===== config.mk =====
export PLATFORM = sky130hd
export DESIGN_NAME = minmax_bucket_downsampler_flat
export DESIGN_NICKNAME = d
export VERILOG_FILES = /design/src/hdl/mmbd_pkg.sv /design/src/hdl/mmbd_ifs.sv /design/src/hdl/mmbd_core.sv /design/src/hdl/mmbd_out.sv /design/src/hdl/minmax_bucket_downsampler.sv /design/src/flat_wrapper.sv
export SDC_FILE = /design/constraint.sdc
export NUM_CORES = 1
export LEC_CHECK = 0
export ABC_AREA = 1
export BUFFER_PORTS_ARGS = -buffer_cell sky130_fd_sc_hd__buf_2
export CAP_MARGIN = 20
export CELL_PAD_IN_SITES_DETAIL_PLACEMENT = 0
export CELL_PAD_IN_SITES_GLOBAL_PLACEMENT = 2
export CORE_MARGIN = 2
export CORE_UTILIZATION = 37
export DETAILED_ROUTE_END_ITERATION = 6
export HOLD_SLACK_MARGIN = 0.02
export PLACE_DENSITY_LB_ADDON = 0.1
export SYNTH_ARGS = -nofsm -noshare
export SYNTH_HDL_FRONTEND = slang
export SYNTH_HIERARCHICAL = 1
export SYNTH_SLANG_ARGS = --single-unit

===== constraint.sdc =====
create_clock -name clk -period 13.2 [get_ports clk]
set_input_delay 0 -clock clk [delete_from_list [all_inputs] [get_ports clk]]
set_output_delay 0 -clock clk [all_outputs]
set_load 0.005 [all_outputs]

===== src/hdl/mmbd_pkg.sv =====
// shared constants and types for the min/max bucket downsampler
`default_nettype none
package mmbd_pkg;

  localparam int VALUE_BITS_DEF    = 32;
  localparam int POSITION_BITS_DEF = 24;
  localparam int TAG_BITS          = 32;
  localparam int COUNT_BITS        = 24;
  localparam int BUCKET_BITS       = 16;
  localparam int CFG_INDEX_BITS    = 1;
  localparam int CFG_DATA_BITS     = 24;

  typedef enum logic [CFG_INDEX_BITS-1:0] {
    REG_SAMPLE_COUNT = 1'b0,
    REG_BUCKET_COUNT = 1'b1
  } cfg_reg_t;

  typedef struct packed {
    logic load;
    logic two;
    logic fend;
  } pair_ctl_t;

endpackage
`default_nettype wire


===== src/hdl/mmbd_ifs.sv =====
// sample and point stream interfaces
`default_nettype none
interface mmbd_sample_if #(
  parameter int VALUE_BITS = mmbd_pkg::VALUE_BITS_DEF
);
  logic                           valid;
  logic                           ready;
  logic signed [VALUE_BITS-1:0]   sample_value;
  logic [mmbd_pkg::TAG_BITS-1:0]  sample_tag;

  modport source (output valid, output sample_value, output sample_tag, input ready);
  modport sink (input valid, input sample_value, input sample_tag, output ready);
endinterface

interface mmbd_point_if #(
  parameter int VALUE_BITS    = mmbd_pkg::VALUE_BITS_DEF,
  parameter int POSITION_BITS = mmbd_pkg::POSITION_BITS_DEF
);
  logic                           valid;
  logic                           ready;
  logic signed [VALUE_BITS-1:0]   point_value;
  logic [mmbd_pkg::TAG_BITS-1:0]  point_tag;
  logic [POSITION_BITS-1:0]       point_index;
  logic                           run_last;
  logic                           frame_end;

  modport source (
    output valid, output point_value, output point_tag, output point_index,
    output run_last, output frame_end, input ready
  );
  modport sink (
    input valid, input point_value, input point_tag, input point_index,
    input run_last, input frame_end, output ready
  );
endinterface
`default_nettype wire


===== src/hdl/mmbd_core.sv =====
// input register, bucket tracking and min/max selection
`default_nettype none
module mmbd_core #(
  parameter int VALUE_BITS    = mmbd_pkg::VALUE_BITS_DEF,
  parameter int POSITION_BITS = mmbd_pkg::POSITION_BITS_DEF
) (
  input  wire logic                                clk,
  input  wire logic                                rst,
  input  wire logic                                in_valid,
  output logic                                     in_ready,
  input  wire logic signed [VALUE_BITS-1:0]        in_value,
  input  wire logic [mmbd_pkg::TAG_BITS-1:0]       in_tag,
  input  wire logic [mmbd_pkg::COUNT_BITS-1:0]     sample_count,
  input  wire logic [mmbd_pkg::BUCKET_BITS-1:0]    num_buckets,
  input  wire logic                                pair_ready,
  output mmbd_pkg::pair_ctl_t                      ctl,
  output logic signed [VALUE_BITS-1:0]             p0_value,
  output logic [mmbd_pkg::TAG_BITS-1:0]            p0_tag,
  output logic [POSITION_BITS-1:0]                 p0_index,
  output logic signed [VALUE_BITS-1:0]             p1_value,
  output logic [mmbd_pkg::TAG_BITS-1:0]            p1_tag,
  output logic [POSITION_BITS-1:0]                 p1_index
);

  localparam int AW = POSITION_BITS + 1;
  localparam int WW = ((AW > mmbd_pkg::COUNT_BITS) ? AW : mmbd_pkg::COUNT_BITS) + 1;

  // input register
  logic                          hold_valid;
  logic signed [VALUE_BITS-1:0]  hold_value;
  logic [mmbd_pkg::TAG_BITS-1:0] hold_tag;

  // frame and bucket state
  logic [POSITION_BITS-1:0]      sample_position;
  logic [AW-1:0]                 boundary_accumulator;
  logic                          bucket_open;
  logic signed [VALUE_BITS-1:0]  low_value, high_value;
  logic [mmbd_pkg::TAG_BITS-1:0] low_tag, high_tag;
  logic [POSITION_BITS-1:0]      low_position, high_position;

  logic                          fire;
  logic                          zero_count, pass_through, fend, first, close;
  logic                          low_take, high_take, flat;
  logic [WW-1:0]                 n_w, b_w, pos_inc, acc_in, acc_sum;
  logic [POSITION_BITS-1:0]      pos_eff, position_next;
  logic [AW-1:0]                 accumulator_next;
  logic signed [VALUE_BITS-1:0]  lv, hv;
  logic [mmbd_pkg::TAG_BITS-1:0] lt, ht;
  logic [POSITION_BITS-1:0]      lp, hp;

  assign fire     = hold_valid && pair_ready;
  assign in_ready = !hold_valid || pair_ready;

  always_ff @(posedge clk) begin
    if (rst) begin
      hold_valid <= 1'b0;
    end else if (in_valid && in_ready) begin
      hold_valid <= 1'b1;
    end else if (fire) begin
      hold_valid <= 1'b0;
    end
  end

  always_ff @(posedge clk) begin
    if (in_valid && in_ready) begin
      hold_value <= in_value;
      hold_tag   <= in_tag;
    end
  end

  always_comb begin
    n_w          = WW'(sample_count);
    b_w          = WW'(num_buckets);
    zero_count   = (sample_count == '0) || (num_buckets == '0);
    pass_through = n_w <= b_w;
    pos_eff      = (WW'(sample_position) >= n_w) ? '0 : sample_position;
    pos_inc      = WW'(pos_eff) + WW'(1);
    fend         = pos_inc == n_w;
    position_next = fend ? '0 : pos_inc[POSITION_BITS-1:0];
    acc_in       = (pos_eff == '0) ? (n_w - b_w) : WW'(boundary_accumulator);
    first        = (pos_eff == '0) || !bucket_open;
    low_take     = first || (hold_value < low_value);
    high_take    = first || (hold_value > high_value);
    lv           = low_take  ? hold_value : low_value;
    lt           = low_take  ? hold_tag   : low_tag;
    lp           = low_take  ? pos_eff    : low_position;
    hv           = high_take ? hold_value : high_value;
    ht           = high_take ? hold_tag   : high_tag;
    hp           = high_take ? pos_eff    : high_position;
    close        = (acc_in < b_w) || fend;
    acc_sum      = close ? (acc_in + n_w - b_w) : (acc_in - b_w);
    accumulator_next = acc_sum[AW-1:0];
    flat         = lv == hv;
  end

  always_ff @(posedge clk) begin
    if (rst) begin
      sample_position      <= '0;
      boundary_accumulator <= '0;
      bucket_open          <= 1'b0;
    end else if (fire) begin
      if (zero_count) begin
        sample_position      <= '0;
        boundary_accumulator <= '0;
        bucket_open          <= 1'b0;
      end else if (pass_through) begin
        sample_position      <= position_next;
        boundary_accumulator <= '0;
        bucket_open          <= 1'b0;
      end else begin
        sample_position      <= position_next;
        boundary_accumulator <= accumulator_next;
        bucket_open          <= !close;
      end
    end
  end

  always_ff @(posedge clk) begin
    if (fire && !zero_count && !pass_through) begin
      low_value     <= lv;
      low_tag       <= lt;
      low_position  <= lp;
      high_value    <= hv;
      high_tag      <= ht;
      high_position <= hp;
    end
  end

  always_comb begin
    ctl.load = fire && !zero_count && (pass_through || close);
    ctl.two  = !pass_through && !flat;
    ctl.fend = fend;
    p1_value = hv;
    p1_tag   = ht;
    p1_index = hp;
    if (pass_through) begin
      p0_value = hold_value;
      p0_tag   = hold_tag;
      p0_index = pos_eff;
    end else if (flat || lp <= hp) begin
      p0_value = lv;
      p0_tag   = lt;
      p0_index = lp;
    end else begin
      p0_value = hv;
      p0_tag   = ht;
      p0_index = hp;
      p1_value = lv;
      p1_tag   = lt;
      p1_index = lp;
    end
  end

endmodule
`default_nettype wire


===== src/hdl/mmbd_out.sv =====
// two-slot result register that sends one point per request
`default_nettype none
module mmbd_out #(
  parameter int VALUE_BITS    = mmbd_pkg::VALUE_BITS_DEF,
  parameter int POSITION_BITS = mmbd_pkg::POSITION_BITS_DEF
) (
  input  wire logic                           clk,
  input  wire logic                           rst,
  input  wire mmbd_pkg::pair_ctl_t            ctl,
  input  wire logic signed [VALUE_BITS-1:0]   p0_value,
  input  wire logic [mmbd_pkg::TAG_BITS-1:0]  p0_tag,
  input  wire logic [POSITION_BITS-1:0]       p0_index,
  input  wire logic signed [VALUE_BITS-1:0]   p1_value,
  input  wire logic [mmbd_pkg::TAG_BITS-1:0]  p1_tag,
  input  wire logic [POSITION_BITS-1:0]       p1_index,
  output logic                                pair_ready,
  output logic                                valid,
  input  wire logic                           ready,
  output logic signed [VALUE_BITS-1:0]        point_value,
  output logic [mmbd_pkg::TAG_BITS-1:0]       point_tag,
  output logic [POSITION_BITS-1:0]            point_index,
  output logic                                run_last,
  output logic                                frame_end
);

  logic [1:0]                    cnt;
  logic signed [VALUE_BITS-1:0]  s1_value;
  logic [mmbd_pkg::TAG_BITS-1:0] s1_tag;
  logic [POSITION_BITS-1:0]      s1_index;
  logic                          s1_fend;
  logic                          out_fire;

  assign valid      = cnt != 2'd0;
  assign out_fire   = valid && ready;
  assign pair_ready = (cnt == 2'd0) || ((cnt == 2'd1) && ready);

  always_ff @(posedge clk) begin
    if (rst) begin
      cnt <= 2'd0;
    end else if (ctl.load) begin
      cnt <= ctl.two ? 2'd2 : 2'd1;
    end else if (out_fire) begin
      cnt <= cnt - 2'd1;
    end
  end

  always_ff @(posedge clk) begin
    if (ctl.load) begin
      point_value <= p0_value;
      point_tag   <= p0_tag;
      point_index <= p0_index;
      run_last    <= !ctl.two;
      frame_end   <= ctl.fend && !ctl.two;
      s1_value    <= p1_value;
      s1_tag      <= p1_tag;
      s1_index    <= p1_index;
      s1_fend     <= ctl.fend;
    end else if (out_fire) begin
      point_value <= s1_value;
      point_tag   <= s1_tag;
      point_index <= s1_index;
      run_last    <= 1'b1;
      frame_end   <= s1_fend;
    end
  end

endmodule
`default_nettype wire


===== src/hdl/minmax_bucket_downsampler.sv =====
// top level of the min/max bucket downsampler
//
// samples come in on the sink channel as value and tag; points leave on the
// source channel with value, tag, position in frame, run_last and frame_end.
// the configuration port writes sample_count (index 0) and the number of
// buckets (index 1); write only while no sample is in flight.
// a sample is taken every cycle while the result register has room. it is
// held in the input register, and the points it yields are then registered
// in the result register. throughput is one sample per cycle while the
// output is not stalled; a bucket that closes with two points holds the
// result register until both are sent through the single output port.
// when the receiver stalls, the result register holds its points and the
// input register fills, after which ready drops until the stall clears.
// reset (synchronous, active high) clears both counts, the frame position,
// the bucket accumulator and all pending points; the block emits nothing
// until both counts are written nonzero.
`default_nettype none
module minmax_bucket_downsampler #(
  parameter int VALUE_BITS    = mmbd_pkg::VALUE_BITS_DEF,
  parameter int POSITION_BITS = mmbd_pkg::POSITION_BITS_DEF
) (
  input  wire logic                                  clk,
  input  wire logic                                  rst,
  input  wire logic                                  cfg_write,
  input  wire logic [mmbd_pkg::CFG_INDEX_BITS-1:0]   cfg_index,
  input  wire logic [mmbd_pkg::CFG_DATA_BITS-1:0]    cfg_data,
  mmbd_sample_if.sink                                samples,
  mmbd_point_if.source                               points
);

  logic [mmbd_pkg::COUNT_BITS-1:0]  sample_count;
  logic [mmbd_pkg::BUCKET_BITS-1:0] num_buckets;

  mmbd_pkg::pair_ctl_t              ctl;
  logic                             pair_ready;
  logic signed [VALUE_BITS-1:0]     p0_value, p1_value;
  logic [mmbd_pkg::TAG_BITS-1:0]    p0_tag, p1_tag;
  logic [POSITION_BITS-1:0]         p0_index, p1_index;

  always_ff @(posedge clk) begin
    if (rst) begin
      sample_count <= '0;
      num_buckets  <= '0;
    end else if (cfg_write) begin
      unique case (mmbd_pkg::cfg_reg_t'(cfg_index))
        mmbd_pkg::REG_SAMPLE_COUNT: begin
          sample_count <= cfg_data[mmbd_pkg::COUNT_BITS-1:0];
        end
        mmbd_pkg::REG_BUCKET_COUNT: begin
          num_buckets <= cfg_data[mmbd_pkg::BUCKET_BITS-1:0];
        end
      endcase
    end
  end

  mmbd_core #(
    .VALUE_BITS    (VALUE_BITS),
    .POSITION_BITS (POSITION_BITS)
  ) u_core (
    .clk          (clk),
    .rst          (rst),
    .in_valid     (samples.valid),
    .in_ready     (samples.ready),
    .in_value     (samples.sample_value),
    .in_tag       (samples.sample_tag),
    .sample_count (sample_count),
    .num_buckets  (num_buckets),
    .pair_ready   (pair_ready),
    .ctl          (ctl),
    .p0_value     (p0_value),
    .p0_tag       (p0_tag),
    .p0_index     (p0_index),
    .p1_value     (p1_value),
    .p1_tag       (p1_tag),
    .p1_index     (p1_index)
  );

  mmbd_out #(
    .VALUE_BITS    (VALUE_BITS),
    .POSITION_BITS (POSITION_BITS)
  ) u_out (
    .clk         (clk),
    .rst         (rst),
    .ctl         (ctl),
    .p0_value    (p0_value),
    .p0_tag      (p0_tag),
    .p0_index    (p0_index),
    .p1_value    (p1_value),
    .p1_tag      (p1_tag),
    .p1_index    (p1_index),
    .pair_ready  (pair_ready),
    .valid       (points.valid),
    .ready       (points.ready),
    .point_value (points.point_value),
    .point_tag   (points.point_tag),
    .point_index (points.point_index),
    .run_last    (points.run_last),
    .frame_end   (points.frame_end)
  );

endmodule
`default_nettype wire

===== src/flat_wrapper.sv =====
// flat-port wrapper written by rule: the top's interface ports become plain ports
module minmax_bucket_downsampler_flat 
#(
  parameter int VALUE_BITS    = mmbd_pkg::VALUE_BITS_DEF,
  parameter int POSITION_BITS = mmbd_pkg::POSITION_BITS_DEF
)
  (clk, rst, cfg_write, cfg_index, cfg_data, samples_valid, samples_sample_value, samples_sample_tag, samples_ready, points_valid, points_point_value, points_point_tag, points_point_index, points_run_last, points_frame_end, points_ready);
  mmbd_sample_if #(.VALUE_BITS(VALUE_BITS)) samples_i ();
  mmbd_point_if #(.VALUE_BITS(VALUE_BITS), .POSITION_BITS(POSITION_BITS)) points_i ();
  input  wire logic clk;
  input  wire logic rst;
  input  wire logic cfg_write;
  input  wire logic [mmbd_pkg::CFG_INDEX_BITS-1:0] cfg_index;
  input  wire logic [mmbd_pkg::CFG_DATA_BITS-1:0] cfg_data;
  input wire logic [$bits(samples_i.valid)-1:0] samples_valid;
  input wire logic [$bits(samples_i.sample_value)-1:0] samples_sample_value;
  input wire logic [$bits(samples_i.sample_tag)-1:0] samples_sample_tag;
  output wire logic [$bits(samples_i.ready)-1:0] samples_ready;
  output wire logic [$bits(points_i.valid)-1:0] points_valid;
  output wire logic [$bits(points_i.point_value)-1:0] points_point_value;
  output wire logic [$bits(points_i.point_tag)-1:0] points_point_tag;
  output wire logic [$bits(points_i.point_index)-1:0] points_point_index;
  output wire logic [$bits(points_i.run_last)-1:0] points_run_last;
  output wire logic [$bits(points_i.frame_end)-1:0] points_frame_end;
  input wire logic [$bits(points_i.ready)-1:0] points_ready;
  assign samples_i.valid = samples_valid;
  assign samples_i.sample_value = samples_sample_value;
  assign samples_i.sample_tag = samples_sample_tag;
  assign samples_ready = samples_i.ready;
  assign points_valid = points_i.valid;
  assign points_point_value = points_i.point_value;
  assign points_point_tag = points_i.point_tag;
  assign points_point_index = points_i.point_index;
  assign points_run_last = points_i.run_last;
  assign points_frame_end = points_i.frame_end;
  assign points_i.ready = points_ready;
  minmax_bucket_downsampler #(.VALUE_BITS(VALUE_BITS), .POSITION_BITS(POSITION_BITS)) u_core (.clk(clk), .rst(rst), .cfg_write(cfg_write), .cfg_index(cfg_index), .cfg_data(cfg_data), .samples(samples_i), .points(points_i));
endmodule

Word level (Yosys, flattened, before mapping)
Index checks and enable logic that the tools add are counted.

storage, ports and cells
  bits of input ports = 94
  register bits = 512

cells by class
  bitwise operators = 1
  muxes and demuxes = 42
  reductions and logical operators = 34
  order comparisons = 6
  add/subtract/negate cells = 6
  equality and inequality tests = 3

operators by type and width
  kind                                            count
  two-way mux 32 bit                              16
  two-way mux 24 bit                              11
  two-way mux 25 bit                              3
  subtractor 25 x 16 -> 25 bit                    2
  zero test 24 bit                                2
  == test 32 bit                                  1
  greater-than comparator 32 bit                  1
  < comparator 32 bit                             1
  < comparator 26 x 16 -> 1 bit                   1
  two-way mux 26 bit                              1
  adder 24 x 1 -> 25 bit (second input constant)  1
  adder 25 x 24 -> 25 bit                         1
  == test 25 x 24 -> 1 bit                        1
  subtractor 24 x 16 -> 25 bit                    1
  >= comparator 24 bit                            1
  less-or-equal comparator 24 x 16 -> 1 bit       1
  less-or-equal comparator 24 bit                 1
  zero test 16 bit                                1
  logical AND 1 bit                               9
  logical OR 1 bit                                9
  two-way mux 1 bit                               8
  zero test 1 bit                                 7
  two-way mux 2 bit                               3
  nonzero test 2 bit                              3
  other kinds (5)                                 6

Longest topological paths before layout
  word-level depth = 12
  mapped depth = 49
  mapped depth without buffers = 41

Cells and area by module
Netlist, hierarchy kept.

by module, submodules not included
  module                     area an instance (um^2)  instances  seq. area each (um^2)  cells an instance
  mmbd_core                  24517.3                  1          8227.9                 3549
  mmbd_out                   6682.7                   1          5415.2                 495
  minmax_bucket_downsampler  1640.3                   1          800.8                  229

Least setup slack after synthesis
OpenSTA, ideal clock, no wires.

  kind = flip-flop to flip-flop
  start = register u_core/sample_count[18] (netlist name)
  end = register u_core.u_out.frame_end (enable)
  setup slack = 2841 ps
  path buffers = 10
  arrival = 9915 ps
  clock period less this slack = 10359 ps
  cell stages (with the launch flop) = 46
  library setup time = 444 ps
  cells stage by stage = dfxtp_1 > clkbuf_1 > inv_1 > ha_1 > nand2_1 > nor2_1 > nand3_1 > clkinv_1 > a21oi_2 > buf_4 > nand2_2 > buf_2 > nor2_1 > inv_1 > ha_1 > nand2_1 > nor2_1 > nand3_2 > [... 10 more ...] > a21oi_1 > o21ai_0 > nand3_1 > nand2_1 > nand2_1 > inv_1 > nor2_1 > nand2_1 > nor3_2 > nand3_2 > nand2_2 > buf_4 > o21ai_0 > inv_1 > buf_4 > buf_6 > a21oi_2 > inv_1

RTL lines
  item                    line                             text
  from (decl)             minmax_bucket_downsampler.sv:31  logic [mmbd_pkg::COUNT_BITS-1:0] sample_count;
  from (signal assigned)  minmax_bucket_downsampler.sv:47  sample_count <= cfg_data[mmbd_pkg::COUNT_BITS-1:0];
  to (signal assigned)    mmbd_out.sv:53                   frame_end <= ctl.fend && !ctl.two;
  to (signal assigned)    mmbd_out.sv:63                   frame_end <= s1_fend;
  to (decl)               mmbd_out.sv:23                   output logic frame_end

==> results.ini <==
[critical_path]
crit_fanout = 66
worstPathRequired_ns = 13.68
r2r-end = u_core/u_out/point_tag[22]
endpoint_kind = flop
slowest_stage = buf_4
start_kind = flop
rrSetupSlack_ns = 2.73
r2r_start = u_core/sample_count[11]
ff2ff_path_depth = 37
cp_common_cell = nand2_1
max_stage_delay_ns = 0.78
worst-setup-path-type = flop to flop
worstPathArrival_ns = 10.95

[finish]
drive_gt1_frac = 0.07702
fill_cells = 9165
multi_input_area_sq_um = 15540
layout.nets = 4768
fin_area_sq_um = 37880
syn_to_final_growth_pct = 15.35
stdcell_count = 5698
seq_area_sq_um = 14450

[cts]
postCtsResizedCells = 0
h-tree-depth = 3
cts_buffers = 68
cts_root_buf = clkbuf_16
worstSkewPairLatency_ns = 0.63
clockBufferDepth = 3
cts_tree = done
cts.sinks = 512
path_clk_slew_ns = 0.06

[floorplanning]
fp.coreArea_sq_um = 88240
die_area_sq_um = 91160
num_rows = 109
die_w_um = 301.9
boundaryPins = 186
start_util = 0.3722
die_h_um = 301.9

[global_route]
grt_pass1_wl_um = 168500
antenna_found_initial = 2
grt_max_degree = 158
grt_pass1_vias = 28537
grt_use_total = 0.2405
grt_overflow = 0

[logic_synthesis]
synth_top_area_frac = 0.3831
synth.area.top_cells = edfxtp_1 (38%), nand2_1 (17%), ha_1 (6.8%), dfxtp_1 (5.7%), inv_1 (5.6%)
synth_ff_type = edfxtp_1
synth_seq_cells = 512
postSynthAreaPerCell_sq_um = 7.686
yosys_warnings = 6
synthDistinctLibCells = 47
synth-edff-count = 419
async_reset_ff_frac = 0
syn_inst = 4273
syn_nets = 4564
synth_area_sq_um = 32840
seq_area_frac_synth = 0.4398
post-synth-top-area-cell = edfxtp_1

[detailed_routing]
via_per_inst = 5.031
dr.pass1.iters = 6
ant_nets = 0
drc = 0
drt-initial-drc-count = 1623
wire_per_inst_um = 19.32
postRouteWirelength_um = 110100
dr_total_vias = 28666

[sta]
grt_setup_unrepaired = false
slew_headroom = 0.3084
finalCriticalPeriod_ns = 10.47
fmax_mhz = 95.55
setup_viol = 0
fin_setup_tns_ns = 0
finalHoldViolCount = 0
tightest_slew_ns = 1.037
finalClockSkew_ns = 0.02162
maxSlewViolCount = 0
period_share = 0.7928

[place]
place_area_sq_um = 34520
io_buffers = 185
place.detailed.hpwl_um = 72760
gp_congestion = 0.8320
dp_cells = 5451

[min_path]
hold_depth = 2
hold_end = u_core/u_core/hold_value[11]
min_from = samples_sample_value[11]
hold_class = primary input to flop

[job]
maxCapViolations = 0

[power]
vdd_drop_max_uv = 164.0
leakagePower_nw = 17.61
power_density_nw_per_um2 = 168.2

[outcome]
status = finished, final reports clean

## registers in the layout, summed over array words and instances, names as in the netlist
signal / count
u_core/u_out/point_tag: 32
u_core/u_out/point_value: 32
u_core/u_out/run_last: 1
u_core/u_core/sample_position: 24
u_core/u_out/cnt: 2
u_core/u_out/point_index: 24
u_core/u_out/s1_fend: 1
u_core/u_core/hold_tag: 32
u_core/u_core/high_position: 24
u_core/u_core/low_position: 24
u_core/sample_count: 24
u_core/u_core/high_tag: 32
u_core/u_core/low_value: 32
u_core/u_out/s1_tag: 32
u_core/u_out/s1_index: 24
u_core/u_out/s1_value: 32
u_core/u_core/boundary_accumulator: 25
u_core/u_core/hold_value: 32
u_core/u_core/low_tag: 32
u_core/u_core/hold_valid: 1
u_core/u_out/frame_end: 1
u_core/u_core/bucket_open: 1
u_core/num_buckets: 16
u_core/u_core/high_value: 32
## cells in the mapped netlist (3+ instances only)
master,count
nand2_1,1529
nand4_1,117
o21ai_0,193
ha_1,179
buf_2,54
o211ai_1,19
nor4_1,13
o21bai_1,5
clkinv_1,4
edfxtp_1,419
nor3_1,18
nand3b_1,4
nand2_2,5
clkbuf_1,93
buf_1,5
xnor2_1,33
nor2_1,187
o21ai_1,123
a21oi_1,174
buf_4,33
a211oi_1,3
inv_2,4
inv_1,489
nand3_1,355
nor2_2,6
a31oi_1,7
fa_1,18
nand3_2,5
or2_2,4
xor2_1,37
a21o_1,6
dfxtp_1,93
buf_6,17
o21a_1,5
## per-layer routing
layer / part of all wire / track usage / vias to the layer above / routed length, um
met5: 0 / 0 / - / 0
met4: 0.030 / 0.08109 / 0 / 3284
met3: 0.041 / 0.03038 / 174 / 4478
met2: 0.48 / 0.4172 / 591 / 53220
met1: 0.45 / 0.3095 / 13375 / 49080
li1: - / - / 14526 / -
## where the power goes
group          leakage, nW  internal, mW  switching (mW)  total (mW)
logic                 11.9         0.787            1.66        2.45
registers             4.66          2.00          0.0878        2.09
clock network         1.06          1.08           0.761        1.84
## layout make-up
| cell class | count | area share |
|---|---|---|
| Tap cell | 1165 | 0.03848 |
| Inverter | 499 | 0.04991 |
| Clock buffer | 85 | 0.04713 |
| Clock inverter | 39 | 0.009578 |
| Sequential cell | 512 | 0.3813 |
| Multi-Input combinational cell | 3060 | 0.4102 |
| Antenna cell | 2 | 0.0001321 |
| Timing Repair Buffer | 336 | 0.06322 |
## cell families after synthesis
logic type / share of synthesized area
buf+inv: 0.08999
fa+ha+maj: 0.07917
simple gates: 0.2844
xor+xnor: 0.01935
flops: 0.4398
compound gates: 0.08725
## how the worst max path moves through the flow
stage / startpoint / end
floorplan: u_core/sample_count[18] / u_core/u_out/frame_end
detailed placement: u_core/sample_count[11] / u_core/u_out/point_tag[10]
global placement: u_core/sample_count[11] / u_core/u_out/point_index[18]
global route: u_core/sample_count[11] / u_core/u_out/point_index[16]
CTS: u_core/sample_count[11] / u_core/u_out/point_tag[22]
finish: u_core/sample_count[11] / u_core/u_out/point_tag[22]
## layout by cell type (no fill, tap or decap), types with 5 or more instances in the layout
master,n
buf_2,185
xor2_1,37
nand3_1,353
o21bai_1,5
bufinv_16,6
nor4_1,13
nand2_1,1529
nor3_1,18
clkbuf_16,68
o21ai_0,193
nor2_2,6
o21ai_1,123
o211ai_1,19
inv_1,487
ha_1,179
clkinv_1,20
nor2_1,186
buf_4,28
dfxtp_1,92
xnor2_1,33
a21o_1,6
clkinv_2,12
nand4_1,117
clkbuf_1,15
a21oi_1,173
edfxtp_1,419
dlygate4sd3_1,121
fa_1,18
a31oi_1,6
## critical path: cells and delay by family (launching register included)
kind | cells | cell delay [ns]
simple gates | 18 | 3.39
compound gates | 8 | 2.99
buf+inv | 8 | 2.30
fa+ha+maj | 3 | 0.99
flops | 1 | 0.52
## through the flow
step	hold slack, ns	worst slack, ns	utilization	power (mW)
floorplan	0.09887	2.841	-	3.833
global placement	0.1759	3.088	0.3909	4.564
detailed placement	0.1783	2.828	0.3912	4.547
CTS	0.03158	2.777	0.4293	6.452
global route	0.06205	1.665	0.4293	6.815
finish	0.08127	2.734	0.4293	6.374
## repair_timing
action / CTS / global route
endpoints found under the hold margin: 128 / 0
setup buffers: 0 / 0
hold buffers: 121 / 0
Power figures use the tool's default switching activity.
